$ cat src/rtl/pdrs_pkg.sv
// ----------------------------------------------------------------------------
// Priority decode request scheduler package
// Shared types, queue geometry and codes for the scheduler modules.
// ----------------------------------------------------------------------------
package pdrs_pkg;

	localparam int NUM_Q  = 4;
	localparam int SLOTS  = 12;
	localparam int SLOT_W = 4;
	localparam int CNT_W  = 5;

	// Queue depths and slot bases in the shared entry array
	localparam logic [CNT_W-1:0]  Q_DEPTH [NUM_Q] = '{5'd1, 5'd2, 5'd8, 5'd1};
	localparam logic [SLOT_W-1:0] Q_BASE  [NUM_Q] = '{4'd0, 4'd1, 4'd3, 4'd11};

	localparam logic [1:0] Q_EXACT    = 2'd0;
	localparam logic [1:0] Q_PREFETCH = 2'd2;
	localparam logic [1:0] Q_LAST_CTX = 2'd2;
	localparam logic [1:0] Q_ANALYSIS = 2'd3;

	typedef enum logic [1:0] {
		OP_SUBMIT   = 2'd0,
		OP_TAKE     = 2'd1,
		OP_CANCEL   = 2'd2,
		OP_SHUTDOWN = 2'd3
	} op_t;

	typedef enum logic [2:0] {
		K_ACCEPTED   = 3'd0,
		K_REJECTED   = 3'd1,
		K_SUPERSEDED = 3'd2,
		K_DISPATCHED = 3'd3,
		K_NOTHING    = 3'd4,
		K_DONE       = 3'd5
	} kind_t;

	typedef enum logic [1:0] {
		QOP_NONE,
		QOP_POP,
		QOP_PUSH,
		QOP_ROTATE
	} qop_t;

	typedef struct packed {
		logic [31:0] frame;
		logic [15:0] sess;
		logic [15:0] epoch;
		logic [31:0] gen;
		logic        has_ctx;
		logic        seq;
	} entry_t;

	typedef struct packed {
		qop_t       qop;
		logic [1:0] q;
		entry_t     wdata;
	} store_ctl_t;

	typedef struct packed {
		entry_t                       head;
		logic [NUM_Q-1:0][CNT_W-1:0]  count;
	} store_stat_t;

endpackage

$ cat src/rtl/pdrs_if.sv
// ----------------------------------------------------------------------------
// Scheduler channel interfaces
// Request and response channels with valid/ready handshake.
// ----------------------------------------------------------------------------
interface pdrs_req_if;
	logic        valid;
	logic        ready;
	logic [1:0]  op;
	logic [1:0]  priority_req;
	logic [31:0] frame_id;
	logic        frame_valid;
	logic        token_present;
	logic        sequential_mode;
	logic        has_context;
	logic [15:0] session_id;
	logic [15:0] session_epoch;
	logic [31:0] generation;

	modport source (output valid, op, priority_req, frame_id, frame_valid, token_present,
		sequential_mode, has_context, session_id, session_epoch, generation, input ready);
	modport sink (input valid, op, priority_req, frame_id, frame_valid, token_present,
		sequential_mode, has_context, session_id, session_epoch, generation, output ready);
endinterface

interface pdrs_rsp_if;
	logic        valid;
	logic        ready;
	logic [2:0]  kind;
	logic [31:0] job_frame;
	logic [1:0]  job_priority;
	logic        job_sequential;
	logic        last;

	modport source (output valid, kind, job_frame, job_priority, job_sequential, last,
		input ready);
	modport sink (input valid, kind, job_frame, job_priority, job_sequential, last,
		output ready);
endinterface

$ cat src/rtl/priority_decode_request_scheduler_top.sv
// A take is answered from the registered response slot in the cycle after it
// is accepted. Cancel all and shutdown walk every queued job and every queue.
// Submit walks the scanned entries queue by queue; the sequencer walks the
// shared entry array one entry at a time, and a stalled response holds the
// walk where an entry must be answered.
// Reset (arst_n low) empties all queues, clears the stop flag and latest context.
// ----------------------------------------------------------------------------
// Priority decode request scheduler
// Four priority job queues with context supersession, served by a sequencer.
// ----------------------------------------------------------------------------
module priority_decode_request_scheduler_top (
	input  logic       clk,
	input  logic       arst_n,
	pdrs_req_if.sink   req,
	pdrs_rsp_if.source rsp
);
	import pdrs_pkg::*;

	store_ctl_t  ctl;
	store_stat_t stat;

	pdrs_seq u_seq (
		.clk    (clk),
		.arst_n (arst_n),
		.req    (req),
		.rsp    (rsp),
		.ctl    (ctl),
		.stat   (stat)
	);

	pdrs_store u_store (
		.clk    (clk),
		.arst_n (arst_n),
		.ctl    (ctl),
		.stat   (stat)
	);

endmodule

$ cat src/rtl/pdrs_store.sv
// ----------------------------------------------------------------------------
// Scheduler queue store
// Four circular queues in one entry array; pop, push and rotate of one queue.
// ----------------------------------------------------------------------------
module pdrs_store (
	input  logic               clk,
	input  logic               arst_n,
	input  pdrs_pkg::store_ctl_t ctl,
	output pdrs_pkg::store_stat_t stat
);
	import pdrs_pkg::*;

	entry_t                        mem_q [SLOTS];
	logic [NUM_Q-1:0][SLOT_W-1:0]  head_q;
	logic [NUM_Q-1:0][CNT_W-1:0]   cnt_q;

	logic [CNT_W-1:0]  depth;
	logic [CNT_W-1:0]  head_ext;
	logic [CNT_W-1:0]  tail_sum;
	logic [CNT_W-1:0]  tail_idx;
	logic [CNT_W-1:0]  head_inc;
	logic [SLOT_W-1:0] head_nxt;
	logic [SLOT_W-1:0] head_addr;
	logic [SLOT_W-1:0] tail_addr;

	// Locate head and tail of the selected queue
	always_comb begin
		depth     = Q_DEPTH[ctl.q];
		head_ext  = {1'b0, head_q[ctl.q]};
		tail_sum  = head_ext + cnt_q[ctl.q];
		tail_idx  = (tail_sum >= depth) ? tail_sum - depth : tail_sum;
		head_inc  = head_ext + 5'd1;
		head_nxt  = (head_inc == depth) ? '0 : head_inc[SLOT_W-1:0];
		head_addr = Q_BASE[ctl.q] + head_q[ctl.q];
		tail_addr = Q_BASE[ctl.q] + tail_idx[SLOT_W-1:0];
	end

	assign stat.head  = mem_q[head_addr];
	assign stat.count = cnt_q;

	// Write the tail on push and rotate
	always_ff @(posedge clk) begin
		if (ctl.qop == QOP_PUSH || ctl.qop == QOP_ROTATE) begin
			mem_q[tail_addr] <= (ctl.qop == QOP_PUSH) ? ctl.wdata : mem_q[head_addr];
		end
	end

	// Advance pointers and counts
	always_ff @(posedge clk or negedge arst_n) begin
		if (!arst_n) begin
			head_q <= '0;
			cnt_q  <= '0;
		end else begin
			unique case (ctl.qop)
				QOP_POP: begin
					head_q[ctl.q] <= head_nxt;
					cnt_q[ctl.q]  <= cnt_q[ctl.q] - 5'd1;
				end
				QOP_PUSH: cnt_q[ctl.q] <= cnt_q[ctl.q] + 5'd1;
				QOP_ROTATE: head_q[ctl.q] <= head_nxt;
				default: ;
			endcase
		end
	end

`ifndef SYNTHESIS
	a_push_room: assert property (@(posedge clk) disable iff (!arst_n)
		ctl.qop == QOP_PUSH |-> cnt_q[ctl.q] < Q_DEPTH[ctl.q])
		else $error("push into a full queue");
	a_pop_nonempty: assert property (@(posedge clk) disable iff (!arst_n)
		(ctl.qop == QOP_POP || ctl.qop == QOP_ROTATE) |-> cnt_q[ctl.q] != '0)
		else $error("pop from an empty queue");
	a_rotate_keeps: assert property (@(posedge clk) disable iff (!arst_n)
		ctl.qop == QOP_ROTATE |=> $stable(cnt_q))
		else $error("rotate changed a count");
`endif

endmodule

$ cat src/rtl/pdrs_seq.sv
// ----------------------------------------------------------------------------
// Scheduler sequencer
// Walks entries one per cycle, held while a response waits, for scan, flush,
// drop and cancel; one shared generation comparator; registered response slot.
// ----------------------------------------------------------------------------
module pdrs_seq (
	input  logic                  clk,
	input  logic                  arst_n,
	pdrs_req_if.sink              req,
	pdrs_rsp_if.source            rsp,
	output pdrs_pkg::store_ctl_t  ctl,
	input  pdrs_pkg::store_stat_t stat
);
	import pdrs_pkg::*;

	typedef enum logic [2:0] {
		S_IDLE, S_SCAN, S_FLUSH, S_DROP, S_PUSH, S_CLEAR, S_DONE
	} state_t;

	state_t           state_q, state_d;
	logic [1:0]       qsel_q, qsel_d;
	logic [CNT_W-1:0] rem_q, rem_d;
	logic             stopped_q, stopped_d;
	logic             lat_valid_q, lat_valid_d;
	logic [15:0]      lat_sess_q, lat_sess_d;
	logic [15:0]      lat_epoch_q, lat_epoch_d;
	logic [31:0]      lat_gen_q, lat_gen_d;
	entry_t           new_q, new_d;
	logic [1:0]       prio_q, prio_d;

	logic             out_valid_q;
	kind_t            out_kind_q;
	logic [31:0]      out_frame_q;
	logic [1:0]       out_prio_q;
	logic             out_seq_q;
	logic             out_last_q;

	logic             emit;
	kind_t            e_kind;
	logic [31:0]      e_frame;
	logic [1:0]       e_prio;
	logic             e_seq;
	logic             e_last;

	logic             out_free;
	logic             fire;
	logic [31:0]      cmp_gen;
	logic             gen_lt;
	logic             gen_eq;
	logic             same;
	logic             reject;
	logic             new_latest;
	logic             stale;
	logic             any_job;
	logic [1:0]       take_q;
	logic [1:0]       qnext;
	entry_t           in_entry;

	assign out_free  = !out_valid_q || rsp.ready;
	assign req.ready = (state_q == S_IDLE) && out_free;
	assign fire      = req.valid && req.ready;

	// Shared generation comparator
	assign cmp_gen = (state_q == S_SCAN) ? stat.head.gen : req.generation;
	assign gen_lt  = cmp_gen < lat_gen_q;
	assign gen_eq  = cmp_gen == lat_gen_q;

	assign same = lat_valid_q && req.session_id == lat_sess_q
		&& req.session_epoch == lat_epoch_q;
	assign reject = !req.token_present || !req.frame_valid || stopped_q
		|| (req.has_context && same && gen_lt);
	assign new_latest = req.has_context && (!lat_valid_q || (same && !gen_lt && !gen_eq));
	assign stale = stat.head.has_ctx && stat.head.sess == lat_sess_q
		&& stat.head.epoch == lat_epoch_q && gen_lt;
	assign qnext = qsel_q + 2'd1;

	// Pick the highest-priority nonempty queue
	always_comb begin
		any_job = 1'b1;
		priority if (stat.count[0] != '0) take_q = 2'd0;
		else if (stat.count[1] != '0) take_q = 2'd1;
		else if (stat.count[2] != '0) take_q = 2'd2;
		else begin
			take_q  = Q_ANALYSIS;
			any_job = stat.count[3] != '0;
		end
	end

	always_comb begin
		in_entry.frame   = req.frame_id;
		in_entry.sess    = req.has_context ? req.session_id : 16'd0;
		in_entry.epoch   = req.has_context ? req.session_epoch : 16'd0;
		in_entry.gen     = req.has_context ? req.generation : 32'd0;
		in_entry.has_ctx = req.has_context;
		in_entry.seq     = req.sequential_mode;
	end

	// Sequence one item
	always_comb begin
		state_d     = state_q;
		qsel_d      = qsel_q;
		rem_d       = rem_q;
		stopped_d   = stopped_q;
		lat_valid_d = lat_valid_q;
		lat_sess_d  = lat_sess_q;
		lat_epoch_d = lat_epoch_q;
		lat_gen_d   = lat_gen_q;
		new_d       = new_q;
		prio_d      = prio_q;
		emit        = 1'b0;
		e_kind      = K_DONE;
		e_frame     = '0;
		e_prio      = '0;
		e_seq       = 1'b0;
		e_last      = 1'b1;
		ctl.qop     = QOP_NONE;
		ctl.q       = qsel_q;
		ctl.wdata   = new_q;

		unique case (state_q)
			S_IDLE: begin
				ctl.q = take_q;
				if (fire) begin
					unique case (op_t'(req.op))
						OP_SUBMIT: begin
							new_d  = in_entry;
							prio_d = req.priority_req;
							if (reject) begin
								emit   = 1'b1;
								e_kind = K_REJECTED;
							end else if (new_latest) begin
								lat_valid_d = 1'b1;
								lat_sess_d  = req.session_id;
								lat_epoch_d = req.session_epoch;
								lat_gen_d   = req.generation;
								qsel_d      = Q_EXACT;
								rem_d       = stat.count[0];
								state_d     = S_SCAN;
							end else begin
								state_d = S_FLUSH;
							end
						end
						OP_TAKE: begin
							emit = 1'b1;
							if (any_job) begin
								ctl.qop = QOP_POP;
								e_kind  = K_DISPATCHED;
								e_frame = stat.head.frame;
								e_prio  = take_q;
								e_seq   = stat.head.seq;
							end else begin
								e_kind = K_NOTHING;
							end
						end
						default: begin
							if (stopped_q) begin
								emit = 1'b1;
							end else begin
								stopped_d = stopped_q || (op_t'(req.op) == OP_SHUTDOWN);
								qsel_d    = Q_EXACT;
								state_d   = S_CLEAR;
							end
						end
					endcase
				end
			end
			S_SCAN: begin
				if (rem_q == '0) begin
					if (qsel_q == Q_LAST_CTX) begin
						state_d = S_FLUSH;
					end else begin
						qsel_d = qnext;
						rem_d  = stat.count[qnext];
					end
				end else if (!stale) begin
					ctl.qop = QOP_ROTATE;
					rem_d   = rem_q - 5'd1;
				end else if (out_free) begin
					ctl.qop = QOP_POP;
					rem_d   = rem_q - 5'd1;
					emit    = 1'b1;
					e_kind  = K_SUPERSEDED;
					e_frame = stat.head.frame;
					e_prio  = qsel_q;
					e_seq   = stat.head.seq;
					e_last  = 1'b0;
				end
			end
			S_FLUSH: begin
				ctl.q = Q_PREFETCH;
				if (prio_q != Q_EXACT || stat.count[Q_PREFETCH] == '0) begin
					state_d = S_DROP;
				end else if (out_free) begin
					ctl.qop = QOP_POP;
					emit    = 1'b1;
					e_kind  = K_SUPERSEDED;
					e_frame = stat.head.frame;
					e_prio  = Q_PREFETCH;
					e_seq   = stat.head.seq;
					e_last  = 1'b0;
				end
			end
			S_DROP: begin
				ctl.q = prio_q;
				if (stat.count[prio_q] < Q_DEPTH[prio_q]) begin
					state_d = S_PUSH;
				end else if (out_free) begin
					ctl.qop = QOP_POP;
					emit    = 1'b1;
					e_kind  = K_SUPERSEDED;
					e_frame = stat.head.frame;
					e_prio  = prio_q;
					e_seq   = stat.head.seq;
					e_last  = 1'b0;
				end
			end
			S_PUSH: begin
				ctl.q = prio_q;
				if (out_free) begin
					ctl.qop = QOP_PUSH;
					emit    = 1'b1;
					e_kind  = K_ACCEPTED;
					e_frame = new_q.frame;
					e_prio  = prio_q;
					e_seq   = new_q.seq;
					state_d = S_IDLE;
				end
			end
			S_CLEAR: begin
				if (stat.count[qsel_q] != '0) begin
					if (out_free) begin
						ctl.qop = QOP_POP;
						emit    = 1'b1;
						e_kind  = K_SUPERSEDED;
						e_frame = stat.head.frame;
						e_prio  = qsel_q;
						e_seq   = stat.head.seq;
						e_last  = 1'b0;
					end
				end else if (qsel_q == Q_ANALYSIS) begin
					state_d = S_DONE;
				end else begin
					qsel_d = qnext;
				end
			end
			S_DONE: begin
				if (out_free) begin
					emit    = 1'b1;
					state_d = S_IDLE;
				end
			end
			default: state_d = S_IDLE;
		endcase
	end

	// Hold state, context and the response slot
	always_ff @(posedge clk or negedge arst_n) begin
		if (!arst_n) begin
			state_q     <= S_IDLE;
			qsel_q      <= '0;
			rem_q       <= '0;
			stopped_q   <= 1'b0;
			lat_valid_q <= 1'b0;
			lat_sess_q  <= '0;
			lat_epoch_q <= '0;
			lat_gen_q   <= '0;
			prio_q      <= '0;
			out_valid_q <= 1'b0;
		end else begin
			state_q     <= state_d;
			qsel_q      <= qsel_d;
			rem_q       <= rem_d;
			stopped_q   <= stopped_d;
			lat_valid_q <= lat_valid_d;
			lat_sess_q  <= lat_sess_d;
			lat_epoch_q <= lat_epoch_d;
			lat_gen_q   <= lat_gen_d;
			prio_q      <= prio_d;
			if (emit) begin
				out_valid_q <= 1'b1;
			end else if (rsp.ready) begin
				out_valid_q <= 1'b0;
			end
		end
	end

	always_ff @(posedge clk) begin
		new_q <= new_d;
		if (emit) begin
			out_kind_q  <= e_kind;
			out_frame_q <= e_frame;
			out_prio_q  <= e_prio;
			out_seq_q   <= e_seq;
			out_last_q  <= e_last;
		end
	end

	assign rsp.valid          = out_valid_q;
	assign rsp.kind           = out_kind_q;
	assign rsp.job_frame      = out_frame_q;
	assign rsp.job_priority   = out_prio_q;
	assign rsp.job_sequential = out_seq_q;
	assign rsp.last           = out_last_q;

`ifndef SYNTHESIS
	a_stop_sticks: assert property (@(posedge clk) disable iff (!arst_n)
		stopped_q |=> stopped_q)
		else $error("stopped flag cleared");
	a_emit_room: assert property (@(posedge clk) disable iff (!arst_n)
		emit |-> out_free)
		else $error("response overwritten");
	a_take_answers: assert property (@(posedge clk) disable iff (!arst_n)
		fire && req.op == OP_TAKE |=> rsp.valid && rsp.last)
		else $error("take gave no final response");
	a_idle_last: assert property (@(posedge clk) disable iff (!arst_n)
		emit && !e_last |-> state_d != S_IDLE)
		else $error("sequence ended without final response");
`endif

endmodule
$ cat src/flat_wrapper.sv
// flat-port wrapper written by rule: the top's interface ports become plain ports
module priority_decode_request_scheduler_top_flat import pdrs_pkg::*;
  (clk, arst_n, req_valid, req_op, req_priority_req, req_frame_id, req_frame_valid, req_token_present, req_sequential_mode, req_has_context, req_session_id, req_session_epoch, req_generation, req_ready, rsp_valid, rsp_kind, rsp_job_frame, rsp_job_priority, rsp_job_sequential, rsp_last, rsp_ready);
  pdrs_req_if req_i ();
  pdrs_rsp_if rsp_i ();
  input  logic clk;
  input  logic arst_n;
  input wire logic [$bits(req_i.valid)-1:0] req_valid;
  input wire logic [$bits(req_i.op)-1:0] req_op;
  input wire logic [$bits(req_i.priority_req)-1:0] req_priority_req;
  input wire logic [$bits(req_i.frame_id)-1:0] req_frame_id;
  input wire logic [$bits(req_i.frame_valid)-1:0] req_frame_valid;
  input wire logic [$bits(req_i.token_present)-1:0] req_token_present;
  input wire logic [$bits(req_i.sequential_mode)-1:0] req_sequential_mode;
  input wire logic [$bits(req_i.has_context)-1:0] req_has_context;
  input wire logic [$bits(req_i.session_id)-1:0] req_session_id;
  input wire logic [$bits(req_i.session_epoch)-1:0] req_session_epoch;
  input wire logic [$bits(req_i.generation)-1:0] req_generation;
  output wire logic [$bits(req_i.ready)-1:0] req_ready;
  output wire logic [$bits(rsp_i.valid)-1:0] rsp_valid;
  output wire logic [$bits(rsp_i.kind)-1:0] rsp_kind;
  output wire logic [$bits(rsp_i.job_frame)-1:0] rsp_job_frame;
  output wire logic [$bits(rsp_i.job_priority)-1:0] rsp_job_priority;
  output wire logic [$bits(rsp_i.job_sequential)-1:0] rsp_job_sequential;
  output wire logic [$bits(rsp_i.last)-1:0] rsp_last;
  input wire logic [$bits(rsp_i.ready)-1:0] rsp_ready;
  assign req_i.valid = req_valid;
  assign req_i.op = req_op;
  assign req_i.priority_req = req_priority_req;
  assign req_i.frame_id = req_frame_id;
  assign req_i.frame_valid = req_frame_valid;
  assign req_i.token_present = req_token_present;
  assign req_i.sequential_mode = req_sequential_mode;
  assign req_i.has_context = req_has_context;
  assign req_i.session_id = req_session_id;
  assign req_i.session_epoch = req_session_epoch;
  assign req_i.generation = req_generation;
  assign req_ready = req_i.ready;
  assign rsp_valid = rsp_i.valid;
  assign rsp_kind = rsp_i.kind;
  assign rsp_job_frame = rsp_i.job_frame;
  assign rsp_job_priority = rsp_i.job_priority;
  assign rsp_job_sequential = rsp_i.job_sequential;
  assign rsp_last = rsp_i.last;
  assign rsp_i.ready = rsp_ready;
  priority_decode_request_scheduler_top u_core (.clk(clk), .arst_n(arst_n), .req(req_i), .rsp(rsp_i));
endmodule
$ cat config.mk
export PLATFORM = sky130hd
export DESIGN_NAME = priority_decode_request_scheduler_top_flat
export DESIGN_NICKNAME = d
export VERILOG_FILES = /design/src/rtl/pdrs_pkg.sv /design/src/rtl/pdrs_if.sv /design/src/rtl/priority_decode_request_scheduler_top.sv /design/src/rtl/pdrs_store.sv /design/src/rtl/pdrs_seq.sv /design/src/flat_wrapper.sv
export SDC_FILE = /design/constraint.sdc
export NUM_CORES = 2
export LEC_CHECK = 0
export BUFFER_PORTS_ARGS = -buffer_cell sky130_fd_sc_hd__buf_2
export CORE_MARGIN = 2
export CORE_UTILIZATION = 45
export CTS_CLUSTER_SIZE = 14
export DETAILED_ROUTE_END_ITERATION = 10
export PLACE_DENSITY = 0.63
export SLEW_MARGIN = 40
export SYNTH_ARGS = -nofsm -noshare
export SYNTH_HDL_FRONTEND = slang
export SYNTH_HIERARCHICAL = 1
export SYNTH_SLANG_ARGS = --single-unit
export TNS_END_PERCENT = 100
$ cat constraint.sdc
create_clock -name clk -period 14.95 [get_ports clk]
set_input_delay 2.2425 -clock clk [delete_from_list [all_inputs] [get_ports clk]]
set_output_delay 2.2425 -clock clk [all_outputs]
set_load 0.01 [all_outputs]
==> results.sh <==
export IMPL_run_status="finished clean"
export IMPL_register_area_sq_mm=0.0423
export IMPL_totalNegativeSetupSlack_ns=0
export IMPL_cts_inserted_buffers=146
export IMPL_hold_path_class="reg -> reg"
export IMPL_grtUsageTotal_pct=20.2
export IMPL_timing_clock_skew_ns=0.0291
export IMPL_async_reset_ff_share_pct=8.05
export IMPL_fp_dieW_um=366
export IMPL_worst_hold_path_num_cells=2
export IMPL_postRouteWirelength_um=134000
export IMPL_clock_tree_buffer_depth=3
export IMPL_timing_setup_critical_path_class="reg -> reg"
export IMPL_yosys_warnings=6
export IMPL_cts_reportedPaths_clkPinSlew_ns=0.06
export IMPL_cts_sink_count=1428
export IMPL_synth_area_top_cells="edfxtp_1, mux4_2, dfrtp_1"
export IMPL_cp_data_required_time_ns=15.32
export IMPL_post_cts_setup_buffers=0
export IMPL_mostFrequentLayoutCell="edfxtp_1"
export IMPL_die_area_sq_mm=0.134
export IMPL_drt_vias_per_instance=5.66
export IMPL_rsz0062_at_grt="no"
export IMPL_wl_per_cell_um=25.7
export IMPL_final_period_utilization_pct=74.6
export IMPL_synth_seq_area_share_pct=71.8
export IMPL_fmaxAchievable_mhz=89.6
export IMPL_grt_pass1_vias=30600
export IMPL_final_max_slew_violation_count=0
export IMPL_actual_transition_at_the_worst_max_transition_pin_ns=0.845
export IMPL_port_buffers=148
export IMPL_tritoncts="built"
export IMPL_syn_cell_area_sq_mm=0.0589
export IMPL_routabilityCongestion=0.794
export IMPL_detail_route_antenna_nets=0
export IMPL_synth_seq_cells=1428
export IMPL_worst_r2r_path_depth=30
export IMPL_routed_via_count=29600
export IMPL_dr_pass1_iters=5
export IMPL_crit_end_element="register"
export IMPL_setup_viol=0
export IMPL_cts_root_buf="clkbuf_16"
export IMPL_syn_nets=3348
export IMPL_layout_drive_gt1_share_pct=25.5
export IMPL_boundaryPins=149
export IMPL_die_h_um=366
export IMPL_core_area_sq_mm=0.130
export IMPL_areaGrowthSynthToFinish_pct=12.6
export IMPL_synthesis_area_per_instance_sq_um=18.6
export IMPL_fin_nets=3544
export IMPL_hold_viol=0
export IMPL_num_rows=132
export IMPL_data_arrival_critical_path_ns=11.53
export IMPL_cells_after_synth=3175
export IMPL_synth_top_area_share_pct=66.9
export IMPL_count_of_flip_flops_with_a_built_in_enable_after_synthesis=1313
export IMPL_detailed_place_hpwl_um=77100
export IMPL_grt_remaining_overflow=0
export IMPL_max_slew_margin_rel_pct=43.6
export IMPL_crit_path_max_incr_delay_ns=1.00
export IMPL_grt_start_max_net_pins=163
export IMPL_cts_repair_resized=0
export IMPL_antenna_found_initial=4
export IMPL_crit_path_start_kind="register"
export IMPL_detailedRoute_firstIterationViolations=2555
export IMPL_netlist_top_cell_by_area="edfxtp_1"
export IMPL_area_used_by_multi_input_combinational_logic_sq_mm=0.0158
export IMPL_worstSkewPairLatency_ns=0.76
export IMPL_post_route_drc_count=0
export IMPL_hold_buffers=0
export IMPL_synth_cell_type_count=78
export IMPL_start_util_pct=45.4
export IMPL_cpMaxStageDelayCell="fa_4"
export IMPL_drv_cap=0
export IMPL_layout_cells_most_common_list="edfxtp_1, mux4_2, nand2_1"
export IMPL_grt_pass1_wl_um=202000
export IMPL_nFillCells=10500
export IMPL_htreeDepth=4
export IMPL_final_min_clock_period_ns=11.16
export IMPL_synthFlopType="edfxtp_1"
export IMPL_critical_path_max_fanout=89
## per-stage QoR
stage               instances  area (sq um)  hold WS [ns]  setup WS, ns  utilization, %
CTS                      5227         66300         0.479          3.58            51.0
global route             5232         66400         0.503          3.26            51.1
global placement         4960         61800         0.459          3.72            47.6
detailed placement       4961         61800         0.466          3.60            47.6
finish                   5232         66400         0.475          3.79            51.1
floorplan                3175         58900         0.445         0.449               -
## critical path, delay by kind of cell (launching register included)
| kind | cells | cell delay (ns) |
|---|---|---|
| multiplexers | 3 | 1.23 |
| buffers and inverters | 7 | 3.08 |
| AO/OA/AOI/OAI | 4 | 0.58 |
| flip-flops | 1 | 0.76 |
| adder cells (fa/ha/maj) | 3 | 1.70 |
| XOR/XNOR | 1 | 0.19 |
| AND/OR/NAND/NOR | 12 | 3.05 |
## final timing paths
check | from | endpoint | slack (ns)
max in group asynchronous | arst_n | u_core/u_seq/prio_q[1] | 12.40
worst min-delay path | u_core/u_store/head_q[7] | u_core/u_store/head_q[7] | 0.48
worst max register to register | u_core/u_seq/state_q[2] | u_core/u_store/mem_q[0][55] | 3.79
worst min register to register | u_core/u_store/head_q[7] | u_core/u_store/head_q[7] | 0.48
worst max-delay path | u_core/u_seq/state_q[2] | u_core/u_store/mem_q[0][55] | 3.79
min in group asynchronous | arst_n | u_core/u_seq/lat_gen_q[30] | 1.46
## synthesized netlist by cell type (11+ instances only)
cell type	n
buf_2	37
xor2_1	37
edfxtp_1	1313
mux2i_1	104
and2_1	68
dfrtp_1	115
a21o_1	11
o21ai_0	55
nor3_1	21
ha_1	61
mux2_2	99
buf_6	11
buf_1	23
nor2_1	125
a21oi_1	129
mux2_4	26
o21ai_1	40
inv_1	59
nand2_1	201
nand4_1	20
nand3_1	14
mux4_2	313
clkbuf_1	86
a22o_1	34
xnor2_1	44
## metal layers
| metal | wire [um] | GRT usage [%] | share of wire, % |
|---|---|---|---|
| met4 | 2670 | 5.36 | 2.0 |
| met3 | 7280 | 3.35 | 5.4 |
| met2 | 66700 | 33.3 | 50 |
| met5 | 12 | 0 | 0.0089 |
| met1 | 57800 | 27.9 | 43 |
## registers in the layout (all words and copies together), names as in the netlist, 2 cells and up
signal                         count
u_core/u_seq/rsp.kind              3
u_core/u_seq/rsp.job_frame        32
u_core/u_store/mem_q            1176
u_core/u_seq/prio_q                2
u_core/u_seq/lat_gen_q            32
u_core/u_store/head_q             16
u_core/u_seq/lat_epoch_q          16
u_core/u_seq/ctl                  98
u_core/u_seq/state_q               3
u_core/u_seq/qsel_q                2
u_core/u_seq/rem_q                 5
u_core/u_seq/rsp.job_priority      2
u_core/u_seq/lat_sess_q           16
u_core/u_store/stat               20
## area by class of cell
type / count / area share [%]
flip-flops and latches: 1428 / 63.7
clock inverters: 68 / 0.814
repair buffers: 211 / 2.15
inverters: 61 / 0.345
well taps: 1742 / 3.28
diodes: 1 / 0.00377
clock buffers: 198 / 5.89
multi-input cells: 1523 / 23.8
## cell families (layout without fill, tap and decap cells)
kind of cell | after synthesis | count (layout) | share of synthesized area, %
AND/OR/NAND/NOR | 509 | 509 | 4.10
flip-flops | 1428 | 1428 | 71.8
multiplexers | 551 | 551 | 16.5
adder cells (fa/ha/maj) | 65 | 65 | 1.43
buffers and inverters | 224 | 538 | 1.68
AO/OA/AOI/OAI | 313 | 313 | 3.21
XOR/XNOR | 85 | 85 | 1.33
other | 0 | 1 | 0
Power is left out: the tool's default activity adds up to more than one toggle a clock period on the data nets, which glitch-free logic cannot reach.
